File: config.mk
export PLATFORM = sky130hd
export DESIGN_NAME = differential_drive_mixer_with_encoders_top
export DESIGN_NICKNAME = d
export VERILOG_FILES = /design/src/rtl/core/ddm_pkg.sv /design/src/rtl/core/differential_drive_mixer_with_encoders_top.sv
export SDC_FILE = /design/constraint.sdc
export NUM_CORES = 1
export LEC_CHECK = 0
export BUFFER_PORTS_ARGS = -buffer_cell sky130_fd_sc_hd__buf_2
export CAP_MARGIN = 5
export CORE_ASPECT_RATIO = 0.9
export CORE_MARGIN = 5
export CORE_UTILIZATION = 60
export DETAILED_ROUTE_END_ITERATION = 16
export PLACE_DENSITY = 0.87
export SLEW_MARGIN = 5
export SYNTH_ARGS = -nofsm -noshare
export SYNTH_HDL_FRONTEND = slang
export SYNTH_SLANG_ARGS = --single-unit
File: constraint.sdc
create_clock -name clk -period 20.6 [get_ports clk]
set_clock_uncertainty 0.1 [all_clocks]
set_input_delay 1.03 -clock clk [delete_from_list [all_inputs] [get_ports clk]]
set_output_delay 1.03 -clock clk [all_outputs]
set_load 0.01 [all_outputs]
File: src/rtl/core/ddm_pkg.sv
// ----------------------------------------------------------------------------
// ddm_pkg
// Shared widths, constants and operation codes of the differential drive mixer.
// ----------------------------------------------------------------------------
package ddm_pkg;

    // duty magnitude width; the full-scale value is all ones in that width
    localparam int DUTY_W     = 10;
    localparam int DUTY_MAX   = (2 ** DUTY_W) - 1;
    // signed command width, one sign bit over the duty width
    localparam int CMD_W      = DUTY_W + 1;
    // speed times turn factor product width
    localparam int PROD_W     = 2 * DUTY_W;
    // wheel pulse counter width, wraps as two's complement
    localparam int COUNT_BITS = 8;

    // input stream: op travels in tuser, speed_cmd and turn_cmd packed
    // in tdata from bit 0 up
    localparam int OP_W       = 2;
    localparam int IN_BITS    = 2 * CMD_W;
    localparam int IN_TDATA_W = ((IN_BITS + 7) / 8) * 8;

    // output stream: left_duty, left_reverse, right_duty, right_reverse,
    // left_pulses, right_pulses packed from bit 0 up
    localparam int OUT_BITS    = 2 * (DUTY_W + 1) + 2 * COUNT_BITS;
    localparam int OUT_TDATA_W = ((OUT_BITS + 7) / 8) * 8;

    // operation codes
    typedef enum logic [OP_W-1:0] {
        OP_MOVE       = 2'd0,
        OP_LEFT_PULSE = 2'd1,
        OP_RIGHT_PULSE = 2'd2,
        OP_READ_CLEAR = 2'd3
    } op_t;

    // one result item
    typedef struct packed {
        logic signed [COUNT_BITS-1:0] right_pulses;
        logic signed [COUNT_BITS-1:0] left_pulses;
        logic                         right_reverse;
        logic [DUTY_W-1:0]            right_duty;
        logic                         left_reverse;
        logic [DUTY_W-1:0]            left_duty;
    } result_t;

endpackage

File: src/rtl/core/differential_drive_mixer_with_encoders_top.sv
// Two-wheel differential drive mixer with wheel pulse counters. Each input
// transfer carries one operation in tuser: a move command (speed and turn in
// tdata, each clamped to +/-1023), a left or right encoder pulse, or a read that
// returns and clears both pulse counts. Every transfer yields exactly one result
// transfer with both wheel duties, both direction bits and both counts. Result
// valid rises when an item moves on from the input register into the result
// register, and one item is taken every cycle while results are drained: the
// input register feeds a single 10x10 multiply plus a divide-by-1023 correction
// step, which lands in the result register together with the wheel state
// update. The result register holds while the output side stalls, and the input
// side keeps taking a transfer whenever the input register is empty or its
// item moves on into a result register that is free or being drained.
// ----------------------------------------------------------------------------
// differential_drive_mixer_with_encoders_top
// Speed/turn mixer for two PWM wheels with signed encoder pulse counters.
// ----------------------------------------------------------------------------
module differential_drive_mixer_with_encoders_top
(
    input  logic                              clk,
    input  logic                              rst_n,
    // input stream
    input  logic                              s_axis_tvalid,
    output logic                              s_axis_tready,
    // speed_cmd[10:0], turn_cmd[21:11], zero fill above
    input  logic [ddm_pkg::IN_TDATA_W-1:0]    s_axis_tdata,
    // op[1:0]
    input  logic [ddm_pkg::OP_W-1:0]          s_axis_tuser,
    // output stream
    output logic                              m_axis_tvalid,
    input  logic                              m_axis_tready,
    // left_duty[9:0], left_reverse[10], right_duty[20:11], right_reverse[21],
    // left_pulses[29:22], right_pulses[37:30], zero fill above
    output logic [ddm_pkg::OUT_TDATA_W-1:0]   m_axis_tdata
);

    import ddm_pkg::*;

    // input register
    logic                    in_valid_reg;
    op_t                     in_op_reg;
    logic signed [CMD_W-1:0] in_speed_reg;
    logic signed [CMD_W-1:0] in_turn_reg;

    // result register
    logic                    out_valid_reg;
    result_t                 out_data_reg;
    result_t                 out_data_next;

    // wheel state
    logic [DUTY_W-1:0]           left_duty_reg,  left_duty_next;
    logic [DUTY_W-1:0]           right_duty_reg, right_duty_next;
    logic                        left_dir_reg,   left_dir_next;
    logic                        right_dir_reg,  right_dir_next;
    logic signed [COUNT_BITS-1:0] left_count_reg,  left_count_next;
    logic signed [COUNT_BITS-1:0] right_count_reg, right_count_next;
    logic signed [COUNT_BITS-1:0] left_count_upd;
    logic signed [COUNT_BITS-1:0] right_count_upd;

    // mixer datapath
    logic              advance;
    logic [CMD_W-1:0]  speed_abs;
    logic [CMD_W-1:0]  turn_abs;
    logic [DUTY_W-1:0] spd_mag;
    logic [DUTY_W-1:0] trn_mag;
    logic [CMD_W-1:0]  trn_dbl;
    logic              fac_neg;
    logic [CMD_W-1:0]  fac_wide;
    logic [DUTY_W-1:0] fac_mag;
    logic [PROD_W-1:0] prod;
    logic [DUTY_W-1:0] quo_lo;
    logic [DUTY_W:0]   rem_est;
    logic [DUTY_W-1:0] quo;
    logic              spd_neg;
    logic              trn_neg;
    logic              red_neg;
    logic [DUTY_W-1:0] left_mag;
    logic [DUTY_W-1:0] right_mag;
    logic              left_neg;
    logic              right_neg;

    // handshake: move an item to the result register when it is free or drains
    assign advance       = in_valid_reg && (!out_valid_reg || m_axis_tready);
    assign s_axis_tready = !in_valid_reg || advance;
    assign m_axis_tvalid = out_valid_reg;
    assign m_axis_tdata  = OUT_TDATA_W'(out_data_reg);

    // input register
    always_ff @(posedge clk or negedge rst_n)
    begin
        if (!rst_n)
        begin
            in_valid_reg <= 1'b0;
        end
        else if (s_axis_tready)
        begin
            in_valid_reg <= s_axis_tvalid;
        end
    end

    always_ff @(posedge clk)
    begin
        if (s_axis_tvalid && s_axis_tready)
        begin
            in_op_reg    <= op_t'(s_axis_tuser);
            in_speed_reg <= s_axis_tdata[0 +: CMD_W];
            in_turn_reg  <= s_axis_tdata[CMD_W +: CMD_W];
        end
    end

    // magnitudes with clamp of the most negative code to full scale
    always_comb
    begin
        spd_neg   = in_speed_reg[CMD_W-1];
        trn_neg   = in_turn_reg[CMD_W-1];
        speed_abs = spd_neg ? (~in_speed_reg + CMD_W'(1)) : in_speed_reg;
        turn_abs  = trn_neg ? (~in_turn_reg + CMD_W'(1)) : in_turn_reg;
        spd_mag   = (speed_abs > CMD_W'(DUTY_MAX)) ? DUTY_W'(DUTY_MAX)
                                                   : speed_abs[DUTY_W-1:0];
        trn_mag   = (turn_abs > CMD_W'(DUTY_MAX)) ? DUTY_W'(DUTY_MAX)
                                                  : turn_abs[DUTY_W-1:0];
    end

    // reduced wheel: speed * (full scale - 2 * turn) / full scale, toward zero
    always_comb
    begin
        trn_dbl  = {trn_mag, 1'b0};
        fac_neg  = trn_dbl > CMD_W'(DUTY_MAX);
        fac_wide = fac_neg ? (trn_dbl - CMD_W'(DUTY_MAX))
                           : (CMD_W'(DUTY_MAX) - trn_dbl);
        fac_mag  = fac_wide[DUTY_W-1:0];
        prod     = PROD_W'(spd_mag) * PROD_W'(fac_mag);
        // divide by 2^W - 1: high half plus one correction step
        quo_lo   = prod[PROD_W-1:DUTY_W];
        rem_est  = {1'b0, prod[DUTY_W-1:0]} + {1'b0, quo_lo};
        quo      = quo_lo + DUTY_W'(rem_est >= (DUTY_W + 1)'(DUTY_MAX));
        red_neg  = fac_neg ^ spd_neg;
    end

    // steer the reduced value to the inner wheel of the turn
    always_comb
    begin
        if (trn_neg)
        begin
            left_mag  = spd_mag;
            left_neg  = spd_neg;
            right_mag = quo;
            right_neg = red_neg;
        end
        else
        begin
            left_mag  = quo;
            left_neg  = red_neg;
            right_mag = spd_mag;
            right_neg = spd_neg;
        end
    end

    // wheel state update per operation
    always_comb
    begin
        left_duty_next  = left_duty_reg;
        right_duty_next = right_duty_reg;
        left_dir_next   = left_dir_reg;
        right_dir_next  = right_dir_reg;
        left_count_upd  = left_count_reg;
        right_count_upd = right_count_reg;
        unique case (in_op_reg)
            OP_MOVE:
            begin
                left_duty_next  = left_mag;
                right_duty_next = right_mag;
                // a zero drive keeps the previous direction
                if (left_mag != '0)
                begin
                    left_dir_next = left_neg;
                end
                if (right_mag != '0)
                begin
                    right_dir_next = right_neg;
                end
            end
            OP_LEFT_PULSE:
            begin
                left_count_upd = left_dir_reg ? (left_count_reg - COUNT_BITS'(1))
                                              : (left_count_reg + COUNT_BITS'(1));
            end
            OP_RIGHT_PULSE:
            begin
                right_count_upd = right_dir_reg ? (right_count_reg - COUNT_BITS'(1))
                                                : (right_count_reg + COUNT_BITS'(1));
            end
            OP_READ_CLEAR:
            begin
                left_count_upd  = left_count_reg;
                right_count_upd = right_count_reg;
            end
            default:
            begin
                left_count_upd  = left_count_reg;
                right_count_upd = right_count_reg;
            end
        endcase
        left_count_next  = (in_op_reg == OP_READ_CLEAR) ? '0 : left_count_upd;
        right_count_next = (in_op_reg == OP_READ_CLEAR) ? '0 : right_count_upd;
    end

    // result fields: duties after update, counts before the read clears them
    always_comb
    begin
        out_data_next.left_duty     = left_duty_next;
        out_data_next.left_reverse  = left_dir_next;
        out_data_next.right_duty    = right_duty_next;
        out_data_next.right_reverse = right_dir_next;
        out_data_next.left_pulses   = left_count_upd;
        out_data_next.right_pulses  = right_count_upd;
    end

    // wheel state and result valid
    always_ff @(posedge clk or negedge rst_n)
    begin
        if (!rst_n)
        begin
            left_duty_reg   <= '0;
            right_duty_reg  <= '0;
            left_dir_reg    <= 1'b0;
            right_dir_reg   <= 1'b0;
            left_count_reg  <= '0;
            right_count_reg <= '0;
            out_valid_reg   <= 1'b0;
        end
        else
        begin
            if (advance)
            begin
                left_duty_reg   <= left_duty_next;
                right_duty_reg  <= right_duty_next;
                left_dir_reg    <= left_dir_next;
                right_dir_reg   <= right_dir_next;
                left_count_reg  <= left_count_next;
                right_count_reg <= right_count_next;
            end
            if (advance)
            begin
                out_valid_reg <= 1'b1;
            end
            else if (m_axis_tready)
            begin
                out_valid_reg <= 1'b0;
            end
        end
    end

    // result payload
    always_ff @(posedge clk)
    begin
        if (advance)
        begin
            out_data_reg <= out_data_next;
        end
    end

`ifndef SYNTHESIS
    // a read leaves both counters cleared
    a_read_clears: assert property (@(posedge clk) disable iff (!rst_n)
        (advance && in_op_reg == OP_READ_CLEAR) |=>
            (left_count_reg == '0 && right_count_reg == '0))
        else $error("counters not cleared after read");

    // only a move changes duties and directions
    a_duty_hold: assert property (@(posedge clk) disable iff (!rst_n)
        (advance && in_op_reg != OP_MOVE) |=>
            ($stable(left_duty_reg) && $stable(right_duty_reg) &&
             $stable(left_dir_reg) && $stable(right_dir_reg)))
        else $error("wheel drive changed on a non-move operation");

    // divide-by-full-scale quotient lies within one step of the product
    a_quotient: assert property (@(posedge clk) disable iff (!rst_n)
        in_valid_reg |->
            ((PROD_W + 1)'(prod) >= (PROD_W + 1)'(quo) * (PROD_W + 1)'(DUTY_MAX) &&
             (PROD_W + 1)'(prod) < ((PROD_W + 1)'(quo) + (PROD_W + 1)'(1)) *
                                    (PROD_W + 1)'(DUTY_MAX)))
        else $error("mixer quotient out of range");

    // a stalled result keeps the wheel state frozen
    a_stall_freeze: assert property (@(posedge clk) disable iff (!rst_n)
        (out_valid_reg && !m_axis_tready) |=>
            ($stable(left_count_reg) && $stable(right_count_reg)))
        else $error("state changed while result stalled");
`endif

endmodule

[Word level (Yosys, flattened, before mapping)]
Index checks and enable logic that the tools add are counted.
Widths: inputs -> output; s select.
Storage, ports and cells
  memories kept: 0
  ROM bits: 0
  output and inout bits: 42
  bits in latches: 0
  register bits after elaboration: 102
  bits in writable memories: 0
  word-level logic and storage cells: 71
Cells by class
  eq/ne operators: 3
  add/sub/neg operators: 10
  divide/modulo/power cells: 0
  shift-type cells: 0
  multipliers: 1
  muxes and demuxes: 23
  bitwise gates (word level): 3
  $lt $le $gt $ge: 4
  reductions and logical operators: 10
Operators by type and width (count)
  $mux 10: 7
  $mux 8: 6
  $gt 11x10->1 const B: 3
  $add 11x2->11 const B: 2
  $mux 11: 2
  $not 11->11: 2
  $mul 10x10->20: 1
  $reduce_bool 10->1: 2
  $add 8x2->8 const B: 2
  $sub 8x2->8 const B: 2
  $add 10x10->11: 1
  $ge 11x10->1 const B: 1
  $add 10x1->10: 1
  $sub 10x10->10 const A: 1
  $sub 10x10->10 const B: 1
  $mux 1: 8
  $eq 2x2->1 const B: 2
  $eq 2x1->1 const B: 1
  $logic_and 1x1->1: 2
  $logic_not 1->1: 2
  $logic_not 2->1: 1
  $logic_or 1x1->1: 2
  $reduce_bool 2->1: 1
  $xor 1x1->1: 1

[Longest topological paths before layout]
Gate-level depths: netlist of run 1.
  word-level depth: 15
  mapped depth: 45
  gate-level depth less buffers: 43

[Least setup slack after synthesis of run 1]
OpenSTA, ideal clock, no wires.
  path kind: flip-flop to flip-flop
  start: reg in_turn_reg[3]
  end: reg out_data_reg, in the netlist m_axis_tdata[10], data pin
  arrival time: 9539 ps
  path buffers: 2
  setup slack: 10699 ps
  setup time: 262 ps
  period minus slack after synthesis: 9901 ps
  cell stages (with the launch flop): 43
  cells stage by stage: edfxtp_1 -> or4_1 -> or3_1 -> or4_1 -> clkbuf_1 -> nand2_1 -> nand2_1 -> fa_1 -> inv_1 -> fa_1 -> ha_1 -> fa_1 -> inv_1 -> fa_1 -> inv_1 -> ha_1 -> a21o_1 -> a21o_1 -> [7 not listed] -> a21o_1 -> a21o_1 -> nor2_1 -> o31ai_1 -> a21oi_1 -> xnor2_1 -> nand4_1 -> o21ai_0 -> a2bb2oi_1 -> ha_1 -> ha_1 -> and2_0 -> buf_2 -> nand2_1 -> xnor2_1 -> a211oi_2 -> a41oi_1 -> mux2_1
Between the ends
  cells in the longest elaborated chain, start to end: 15
  elaborated cells on any way between the ends: 19
  those cells by class: add/sub: 5; mul: 1; order compare: 3; mux: 7; bitwise: 2; reduce/logical: 1
Ends and longest elaborated chain
  from (decl): line differential_drive_mixer_with_encoders_top.sv:42  | logic signed [CMD_W-1:0] in_turn_reg;
  from (signal assigned): line differential_drive_mixer_with_encoders_top.sv:106  | in_turn_reg <= s_axis_tdata[CMD_W +: CMD_W];
  $not 11->11: line differential_drive_mixer_with_encoders_top.sv:116  | turn_abs = trn_neg ? (~in_turn_reg + CMD_W'(1)) : in_turn_reg;
  $add 11x2->11: line differential_drive_mixer_with_encoders_top.sv:116
  $mux 11 *: line differential_drive_mixer_with_encoders_top.sv:116
  $gt 11x10->1: line differential_drive_mixer_with_encoders_top.sv:119  | trn_mag = (turn_abs > CMD_W'(DUTY_MAX)) ? DUTY_W'(DUTY_MAX)
  $mux 10 *: line differential_drive_mixer_with_encoders_top.sv:119
  $sub 10x10->10 (tied with other cells): line differential_drive_mixer_with_encoders_top.sv:129  | : (CMD_W'(DUTY_MAX) - trn_dbl);
  $mux 10: line differential_drive_mixer_with_encoders_top.sv:128  | fac_wide = fac_neg ? (trn_dbl - CMD_W'(DUTY_MAX))
  $mul 10x10->20: line differential_drive_mixer_with_encoders_top.sv:131  | prod = PROD_W'(spd_mag) * PROD_W'(fac_mag);
  $add 10x10->11: line differential_drive_mixer_with_encoders_top.sv:134  | rem_est = {1'b0, prod[DUTY_W-1:0]} + {1'b0, quo_lo};
  $ge 11x10->1: line differential_drive_mixer_with_encoders_top.sv:135  | quo = quo_lo + DUTY_W'(rem_est >= (DUTY_W + 1)'(DUTY_MAX));
  $add 10x1->10: line differential_drive_mixer_with_encoders_top.sv:135
  $mux 10: line differential_drive_mixer_with_encoders_top.sv:142  | if (trn_neg)
  $reduce_bool 10->1: line differential_drive_mixer_with_encoders_top.sv:173  | if (left_mag != '0)
  $mux 1 *: line differential_drive_mixer_with_encoders_top.sv:173
  $mux 1 *: line differential_drive_mixer_with_encoders_top.sv:167  | unique case (in_op_reg)
  net left_dir_next: line differential_drive_mixer_with_encoders_top.sv:52  | logic left_dir_reg, left_dir_next;
  to (signal assigned): line differential_drive_mixer_with_encoders_top.sv:258  | out_data_reg <= out_data_next;
  to (decl): line differential_drive_mixer_with_encoders_top.sv:46  | result_t out_data_reg;
Mark *: on every way through the listed nets, which the timed path passes. The rest lies on a longest branch.
A chain may end at the register's enable or synchronous reset.

[Worst setup path after layout of run 1]
  start: reg in_turn_reg[3]
  end: reg out_data_reg, in the netlist m_axis_tdata[21], data pin
Between the ends
  cells in the longest elaborated chain, start to end: 15
  elaborated cells on any way between the ends: 19
  those cells by class: add/sub: 5; mul: 1; order compare: 3; mux: 7; bitwise: 2; reduce/logical: 1
Ends and longest elaborated chain
  $not 11->11: line differential_drive_mixer_with_encoders_top.sv:116
  $add 11x2->11: line differential_drive_mixer_with_encoders_top.sv:116
  $mux 11 *: line differential_drive_mixer_with_encoders_top.sv:116
  $gt 11x10->1: line differential_drive_mixer_with_encoders_top.sv:119
  $mux 10 *: line differential_drive_mixer_with_encoders_top.sv:119
  $sub 10x10->10 (tied with other cells): line differential_drive_mixer_with_encoders_top.sv:129
  $mux 10: line differential_drive_mixer_with_encoders_top.sv:128
  $mul 10x10->20: line differential_drive_mixer_with_encoders_top.sv:131
  $add 10x10->11: line differential_drive_mixer_with_encoders_top.sv:134
  $ge 11x10->1: line differential_drive_mixer_with_encoders_top.sv:135
  $add 10x1->10: line differential_drive_mixer_with_encoders_top.sv:135
  $mux 10: line differential_drive_mixer_with_encoders_top.sv:142
  $reduce_bool 10->1: line differential_drive_mixer_with_encoders_top.sv:177  | if (right_mag != '0)
  $mux 1 *: line differential_drive_mixer_with_encoders_top.sv:177
  $mux 1 *: line differential_drive_mixer_with_encoders_top.sv:167
  net right_dir_next: line differential_drive_mixer_with_encoders_top.sv:53  | logic right_dir_reg, right_dir_next;
Marks and branches as above.

==> results.cfg, run 1 <==
[yosys]
synth-seq-cells = 102
syn_area_um2 = 9470
yosysWarnings = 0
synth_cell_types = 82
synthTopCellsByCount = nand2_1, inv_1, nor2_1
yosysTopAreaCellShare = 0.197
synthFlopType = edfxtp_1
synth_edf_count = 62
synthMostInstantiatedCell = nand2_1
syn_avg_cell_area_um2 = 9.64
synth.largest_area_cell = edfxtp_1
ys_seq_area_frac = 0.302
ys_async_sr_fraction = 0.392
ys_top_cells_by_area = edfxtp_1, fa_1, ha_1
syn-instance-count = 982

[detailed_routing]
drc = 0
drt-initial-drc-count = 621
wl_per_cell_um = 16.9
routed_via_density = 5.90
finalWirelength_mm = 20.8
vias = 7277
dr.pass1.iters = 5
ant_nets = 0

[worst_setup_path]
r2r-start = in_turn_reg[3]$_DFFE_PP_
r2r_setup_slack_ns = 8.83
critical_path.max_stage_delay_ns = 0.92
cp-end-kind = register
reg2reg_depth = 36
crit_slowest_cell = xor2_1
path_max_fanout = 12
start_kind = register
crit_top_cell = fa_1
crit_required_ns = 20.60
worst-path-buf-inv = 4
cpLargestDelayFamily = adder cells
cp.arrival_ns = 11.77
path_class = reg -> reg
worstReg2RegEnd = m_axis_tdata[21]$_DFFE_PP_

[timing]
rsz0062_at_grt = no
period_share = 0.571
fmax_mhz = 85.0
setup_viol = 0
maxSlewHeadroom = 0.243
worst_pin_slew_ns = 1.13
slew_violations = 0
min_period_ns = 11.77
tns_ns = 0
hold_viol_final = 0

[global_routing]
grt_pass1_vias = 7297
grt_remaining_overflow = 0
track_usage = 0.232
antenna_found_initial = 0
grt_start_max_net_pins = 57
grt_first_pass_wirelength_mm = 34.4

[clock_tree]
post_cts_buffers = 0
clock_sinks = 102
clock_latency_ns = 0.35
clk_pin_slew_ns = 0.07
postCtsHoldBufs = 0
cts_buffers = 9
cts_tree = yes
cts.repair.resized = 0
cts_buffer_depth = 2
root_buffer = clkbuf_16
htreeDepth = 3

[status]
status = finished clean

[floorplan]
core_um2 = 15400
initial_utilization = 0.613
fp.dieW_um = 142
die_area_um2 = 18400
die_h_um = 129
ios = 72
rows = 43

[min_path]
hold_start = left_duty_reg[8]$_DFFE_PN0P_
min_to = left_duty_reg[8]$_DFFE_PN0P_
whs_path_depth = 2
min_path_type = reg -> reg

[placement]
place_congestion = 0.955
dp_hpwl_mm = 15.6
portBuffers = 67

[finish]
layout-drive-gt1-share = 0.136
diodes = 0
fin_nets = 1202
largest_register_ffs = 38
syn2layout_area_growth_pct = 7.88

[job]
max_cap_violations = 0
## worst max-delay path by stage
| stage | slack (ns) | startpoint | to | cells after the start |
|---|---|---|---|---|
| detailed placement | 9.02 | in_turn_reg[3]$_DFFE_PP_ | m_axis_tdata[21]$_DFFE_PP_ | 36 |
| global route | 8.08 | in_turn_reg[3]$_DFFE_PP_ | m_axis_tdata[21]$_DFFE_PP_ | 38 |
| global placement | 9.22 | in_turn_reg[3]$_DFFE_PP_ | m_axis_tdata[21]$_DFFE_PP_ | 39 |
| floorplan | 10.70 | in_turn_reg[3]$_DFFE_PP_ | m_axis_tdata[10]$_DFFE_PP_ | 42 |
| CTS | 8.98 | in_turn_reg[3]$_DFFE_PP_ | m_axis_tdata[21]$_DFFE_PP_ | 36 |
| finish | 8.83 | in_turn_reg[3]$_DFFE_PP_ | m_axis_tdata[21]$_DFFE_PP_ | 36 |
## routing by layer
metal  vias to the layer above  GRT usage  wire length, um
met3                        56     0.0376             1680
met4                         0     0.0777              654
met2                       311      0.394             9860
li1                       3441          -                -
met1                      3469      0.306             8600
met5                         -          0                0
## area by class of cell
class | instances | area, um2
multi-input cells | 739 | 6040
fillers | 1149 | 5230
flip-flops and latches | 102 | 2860
inverters | 103 | 387
repair buffers | 71 | 365
well taps | 202 | 253
clock buffers | 10 | 239
clock inverters | 6 | 66.3
## stage by stage
step / std cells / setup slack [ns] / instance area [um2] / util / hold WS (ns)
6_report: 1233 / 8.83 / 10200 / 0.661 / 0.398
5_1_grt: 1233 / 8.08 / 10200 / 0.661 / 0.425
4_1_cts: 1233 / 8.98 / 10200 / 0.661 / 0.397
3_5_place_dp: 1217 / 9.02 / 9910 / 0.642 / 0.381
3_3_place_gp: 1217 / 9.22 / 9910 / 0.642 / 0.361
2_1_floorplan: 983 / 10.70 / 9470 / - / 0.346
## worst register-to-register path: cells and delay by family (launching register included)
kind	cells	cell delay (ns)
fa+ha+maj	10	4.18
xor+xnor	4	1.75
simple gates	5	1.75
buf+inv	4	0.21
mux	1	0.35
compound gates	12	2.76
flops	1	0.44
## placed cells by master, fill, tap and decap left out, drive strengths merged, types with 39 or more instances in the layout
cell type,netlist,final
a21oi,51,51
buf,13,71
dfrtp,40,40
edfxtp,62,62
fa,65,65
ha,81,81
inv,100,103
nand2,114,114
nor2,88,88
o21ai,66,66
xnor2,39,39
## kinds of logic after synthesis
| logic type | share of synthesized area |
|---|---|
| mux | 0.0291 |
| flops | 0.302 |
| xor+xnor | 0.0679 |
| compound gates | 0.150 |
| other cells | 0.000396 |
| simple gates | 0.144 |
| buf+inv | 0.0600 |
| fa+ha+maj | 0.246 |
Power of run 1 is left out: the tool's default activity adds up to more than one toggle a clock period on the data nets, which glitch-free logic cannot reach.
==> run 2, diff against run 1 <==
--- a/config.mk
+++ b/config.mk
@@ -5,13 +5,14 @@
 export SDC_FILE = /design/constraint.sdc
 export NUM_CORES = 1
 export LEC_CHECK = 0
+export ABC_AREA = 1
 export BUFFER_PORTS_ARGS = -buffer_cell sky130_fd_sc_hd__buf_2
 export CAP_MARGIN = 5
 export CORE_ASPECT_RATIO = 0.9
 export CORE_MARGIN = 5
-export CORE_UTILIZATION = 60
+export CORE_UTILIZATION = 56
 export DETAILED_ROUTE_END_ITERATION = 16
-export PLACE_DENSITY = 0.87
+export PLACE_DENSITY = 0.85
 export SLEW_MARGIN = 5
 export SYNTH_ARGS = -nofsm -noshare
 export SYNTH_HDL_FRONTEND = slang
==> constraint.sdc (replaced) <==
create_clock -name clk -period 10.8 [get_ports clk]
set_clock_uncertainty 0.1 [all_clocks]
set_input_delay 0.54 -clock clk [delete_from_list [all_inputs] [get_ports clk]]
set_output_delay 0.54 -clock clk [all_outputs]
set_load 0.01 [all_outputs]
==> run 2 against run 1 <==
Synthesized cell count is 25% higher. Fmax is 17% higher. Core utilization is 4.3 points lower. Die area is 7.6% higher. Critical path depth is 19 higher. Cell count is 23% higher. Clock-buffer cell count is 2 higher. Worst hold slack worse by 0.16 ns. First-iteration DRC count is 17% higher. Via count is 11% higher.
==> results.cfg, run 2 <==
[status]
status = finished clean

[worst_setup_path]
path_class = reg -> reg
crit_required_ns = 10.80
crit_top_cell = nand2_1
r2r-start = in_turn_reg[0]$_DFFE_PP_
cp-endpoint = m_axis_tdata[10]$_DFFE_PP_
cp.arrival_ns = 10.07
r2r_setup_slack_ns = 0.74
crit_cells = 55
worstReg2RegEnd = m_axis_tdata[10]$_DFFE_PP_
critical_path.max_stage_delay_ns = 0.56
path_max_fanout = 11
crit_slowest_cell = fa_1
crit_start = in_turn_reg[0]$_DFFE_PP_
reg2reg_depth = 55
cpLargestDelayFamily = adder cells
worst-path-buf-inv = 12
start_kind = register
cp-end-kind = register

[timing]
slew_violations = 0
period_share = 0.932
rsz0062_at_grt = no
maxSlewHeadroom = 0.360
setup_viol = 0
worst_pin_slew_ns = 0.957
fmax_mhz = 99.4
hold_viol_final = 0
min_period_ns = 10.06
tns_ns = 0

[finish]
final_cell_mix = nand2_1, inv_1, nor2_1
mostFrequentLayoutCell = nand2_1
n_fill_cell = 1389
area.sequential_um2 = 2860
fin_nets = 1471
largest_register_ffs = 38
multi_input_area_um2 = 5820
syn2layout_area_growth_pct = 8.83
layout-drive-gt1-share = 0.111
diodes = 0

[detailed_routing]
routed_via_density = 5.35
dr.pass1.iters = 6
vias = 8087
wl_per_cell_um = 14.8
ant_nets = 0
finalWirelength_mm = 22.4
drc = 0
drt-initial-drc-count = 727

[yosys]
synth.mux.area_fraction = 0.00209
synthSimpleGateAreaFrac = 0.272
ys_async_sr_fraction = 0.392
synth_top_family_by_area = simple AND/OR/NAND/NOR gates
syn_avg_cell_area_um2 = 7.78
synth_edf_count = 62
synthAdderAreaFrac = 0.242
synth_cell_types = 42
yosysTopAreaCellShare = 0.195
synth-seq-cells = 102
synthMostInstantiatedCell = nand2_1
ys_seq_area_frac = 0.299
yosysWarnings = 0
synthXorXnorAreaFrac = 0.0275
synthFlopType = edfxtp_1
syn_area_um2 = 9560
ys_top_cells_by_area = edfxtp_1, nand2_1, fa_1
syn-instance-count = 1230
synth.largest_area_cell = edfxtp_1
synthTopCellsByCount = nand2_1, inv_1, nor2_1
synth_compound_area_frac = 0.0632

[floorplan]
ios = 72
die_h_um = 134
core_um2 = 16800
die_area_um2 = 19800
initial_utilization = 0.568
rows = 45
fp.dieW_um = 148

[clock_tree]
postCtsHoldBufs = 0
cts_tree = yes
clock_sinks = 102
cts_buffers = 9
clk_pin_slew_ns = 0.07
htreeDepth = 3
cts_buffer_depth = 2
root_buffer = clkbuf_16
post_cts_buffers = 0
clock_latency_ns = 0.34

[global_routing]
antenna_found_initial = 0
grt_start_max_net_pins = 71
grt_first_pass_wirelength_mm = 37.1
track_usage = 0.230
grt_remaining_overflow = 0
grt_pass1_vias = 7849

[job]
max_cap_violations = 0

[placement]
portBuffers = 67
dp_hpwl_mm = 17.8
place_congestion = 0.926

[min_path]
min_path_type = in -> async
-- run 2: cell count changes in the layout (fill, tap and decap cells not counted), moves of 14 or more --
cell / before / now
mux2_2: 14 / 0
nand3_1: 13 / 63
nor2_1: 88 / 115
nand2b_1: 16 / 0
xnor2_1: 37 / 8
inv_1: 99 / 204
a21oi_1: 46 / 22
nand2_1: 114 / 355
-- run 2: metrics by stage --
stage | hold WS (ns) | std cells | setup slack (ns) | utilization | area, um2
floorplan | 0.144 | 1231 | 2.16 | - | 9570
global placement | 0.362 | 1495 | 1.03 | 0.601 | 10100
detailed placement | 0.366 | 1495 | 0.794 | 0.601 | 10100
CTS | 0.263 | 1511 | 0.771 | 0.618 | 10400
global route | 0.263 | 1511 | 0.000669 | 0.618 | 10400
finish | 0.239 | 1511 | 0.735 | 0.618 | 10400
-- run 2: repair_timing --
action                                  in CTS  in global routing
endpoints found under the hold margin        0                  0
gates resized for setup                      0                  1
endpoints found under the setup margin       0                  3
-- run 2: final cells by class --
type	count	area share
clock inverters	4	0.00276
repair buffers	72	0.0358
multi-input cells	897	0.559
clock buffers	12	0.0248
inverters	213	0.0772
well taps	211	0.0254
flip-flops and latches	102	0.275
-- run 2: layer usage --
layer / wire [um] / global-route usage / up-vias
met5: 0 / 0 / -
met4: 465 / 0.0569 / 0
met3: 1590 / 0.0426 / 43
met2: 10800 / 0.392 / 321
met1: 9550 / 0.305 / 3732
li1: - / - / 3991
-- run 2: worst min path at each step --
stage                                    endpoint  slack, ns  depth (start not counted)
detailed placement  right_duty_reg[9]$_DFFE_PN0P_       0.37                          2
CTS                     in_speed_reg[8]$_DFFE_PP_       0.26                          1
global route            in_speed_reg[6]$_DFFE_PP_       0.26                          1
global placement     left_duty_reg[6]$_DFFE_PN0P_       0.36                          2
floorplan                in_valid_reg$_DFFE_PN0N_       0.14                          0
finish               left_duty_reg[6]$_DFFE_PN0P_       0.24                          1
-- run 2: logic make-up (layout without fill, tap and decap cells) --
family / Yosys count / count (layout)
XOR/XNOR: 30 / 30
multiplexers: 2 / 2
AO/OA/AOI/OAI: 106 / 106
other: 1 / 2
AND/OR/NAND/NOR: 611 / 611
flip-flops: 102 / 102
adder cells (fa/ha/maj): 146 / 146
buffers and inverters: 232 / 301
Power of run 2 is left out for the same reason.
==> run 3, diff against run 2 <==
--- a/config.mk
+++ b/config.mk
@@ -9,10 +9,11 @@
 export BUFFER_PORTS_ARGS = -buffer_cell sky130_fd_sc_hd__buf_2
 export CAP_MARGIN = 5
 export CORE_ASPECT_RATIO = 0.9
-export CORE_MARGIN = 5
+export CORE_MARGIN = 2
 export CORE_UTILIZATION = 56
 export DETAILED_ROUTE_END_ITERATION = 16
 export PLACE_DENSITY = 0.85
+export RECOVER_POWER = 50
 export SLEW_MARGIN = 5
 export SYNTH_ARGS = -nofsm -noshare
 export SYNTH_HDL_FRONTEND = slang
==> constraint.sdc (replaced) <==
create_clock -name clk -period 10.8 [get_ports clk]
set_clock_uncertainty 0.1 [all_clocks]
set_input_delay 1.08 -clock clk [delete_from_list [all_inputs] [get_ports clk]]
set_output_delay 1.08 -clock clk [all_outputs]
set_load 0.01 [all_outputs]
==> run 3 against run 2 <==
The flow now finishes with violations (capacitance limit, slew limit). Global-route usage increased by 3.7 points. Setup slack improved by 0.29 ns. Worst hold slack improved by 0.14 ns. First-iteration DRC count increased by 13%. Clock-buffer cell count increased by 2. Critical path type unchanged. Routed wire length increased by 1.5%. Via count increased by 1.1%. Sequential share of layout area increased by 0.099 points. Sequential cell count unchanged.
==> results.cfg, run 3 (same netlist as run 2, synthesis figures left out) <==
[status]
status = complete, but fails checks
violations = capacitance limit, slew limit

[clock_tree]
htreeDepth = 3
clock_latency_ns = 0.35
cts_buffers = 9
clock_sinks = 102
clk_pin_slew_ns = 0.06
cts_tree = yes
cts_buffer_depth = 2
postCtsHoldBufs = 0
post_cts_buffers = 0
root_buffer = clkbuf_16

[detailed_routing]
vias = 8180
drc = 0
dr.pass1.iters = 5
drt-initial-drc-count = 824
finalWirelength_mm = 22.7
routed_via_density = 5.41
wl_per_cell_um = 15.0
ant_nets = 0

[global_routing]
grtUsageMet1 = 0.366
grt_busiest_layer = met2
antenna_found_initial = 0
grt_remaining_overflow = 0
grt_start_max_net_pins = 71
globalRouteMet3Util = 0.0418
grt_pass1_vias = 8097
grt_first_pass_wirelength_mm = 38.5
use_met2 = 0.444
track_usage = 0.267

[placement]
dp_slack_ns = 0.898
portBuffers = 67
place_congestion = 1.01
post_dp_cell_area_um2 = 10100
dp_hpwl_mm = 17.4

[worst_setup_path]
start_kind = register
cp-endpoint = m_axis_tdata[21]$_DFFE_PP_
cp-end-kind = register
r2r-start = in_turn_reg[0]$_DFFE_PP_
worst-path-buf-inv = 12
path_class = reg -> reg
critical_path.max_stage_delay_ns = 0.54
crit_start = in_turn_reg[0]$_DFFE_PP_
crit_top_cell = nand2_1
crit_cells = 56
worstReg2RegEnd = m_axis_tdata[21]$_DFFE_PP_
reg2reg_depth = 56
cp.arrival_ns = 9.78
crit_slowest_cell = fa_1
path_max_fanout = 11
cpLargestDelayFamily = adder cells
crit_required_ns = 10.81
r2r_setup_slack_ns = 1.03

[timing]
fmax_mhz = 102
maxSlewHeadroom = -0.511
setup_viol = 0
hold_viol_final = 0
fin_hold_ws_ns = 0.383
worst_pin_slew_ns = 2.27
period_share = 0.905
tns_ns = 0
slew_violations = 41
min_period_ns = 9.77
fin_ws_ns = 1.03
rsz0062_at_grt = no

[min_path]
hold_start = left_duty_reg[1]$_DFFE_PN0P_
min_path_type = reg -> reg

[finish]
layout-drive-gt1-share = 0.0799
diodes = 0
largest_register_ffs = 38
fin_nets = 1472
syn2layout_area_growth_pct = 8.44
design_area_um2 = 10400
n_fill_cell = 1405
mostFrequentLayoutCell = nand2_1
final_cell_mix = nand2_1, inv_1, nor2_1

[job]
max_cap_violations = 1

[floorplan]
rows = 45
core_um2 = 16800
initial_utilization = 0.570
fp.dieW_um = 142
ios = 72
die_h_um = 128
die_area_um2 = 18100
[run 3: metrics by stage]
stage               cells  utilization
finish               1512        0.618
global route         1512        0.618
CTS                  1512        0.621
detailed placement   1496        0.603
global placement     1496        0.603
floorplan            1231            -
[run 3: routing by layer]
metal  wire length [um]  share of wire
met1              10100           0.44
met5                  0              0
met3               1360          0.060
met4                473          0.021
met2              10800           0.48
[run 3: worst register-to-register path: cells and delay by family, from the launching register on]
kind	cells	cell delay, ns
flip-flops	1	0.39
buffers and inverters	12	0.91
XOR/XNOR	1	0.33
AO/OA/AOI/OAI	3	0.42
AND/OR/NAND/NOR	29	3.18
adder cells (fa/ha/maj)	11	4.18
[run 3: worst min-delay path by stage]
stage               depth (start not counted)                            end
global placement                            2   left_duty_reg[1]$_DFFE_PN0P_
finish                                      2   left_duty_reg[1]$_DFFE_PN0P_
detailed placement                          2   left_duty_reg[1]$_DFFE_PN0P_
global route                                2  right_duty_reg[1]$_DFFE_PN0P_
floorplan                                   2   left_duty_reg[9]$_DFFE_PN0P_
CTS                                         2   left_duty_reg[1]$_DFFE_PN0P_
[run 3: final cells by class]
| class | count | area, um2 | share of cell area |
|---|---|---|---|
| clock buffers | 14 | 274 | 0.0264 |
| clock inverters | 2 | 16.3 | 0.00157 |
| inverters | 213 | 803 | 0.0775 |
| multi-input cells | 897 | 5820 | 0.562 |
| flip-flops and latches | 102 | 2860 | 0.276 |
| well taps | 211 | 264 | 0.0255 |
| repair buffers | 73 | 327 | 0.0315 |
[run 3: timing repair]
item | in CTS | in global routing
hold endpoints to repair | 0 | 0
gates resized for setup | 0 | 2
endpoints found under the setup margin | 0 | 4
Power of run 3 is left out for the same reason.
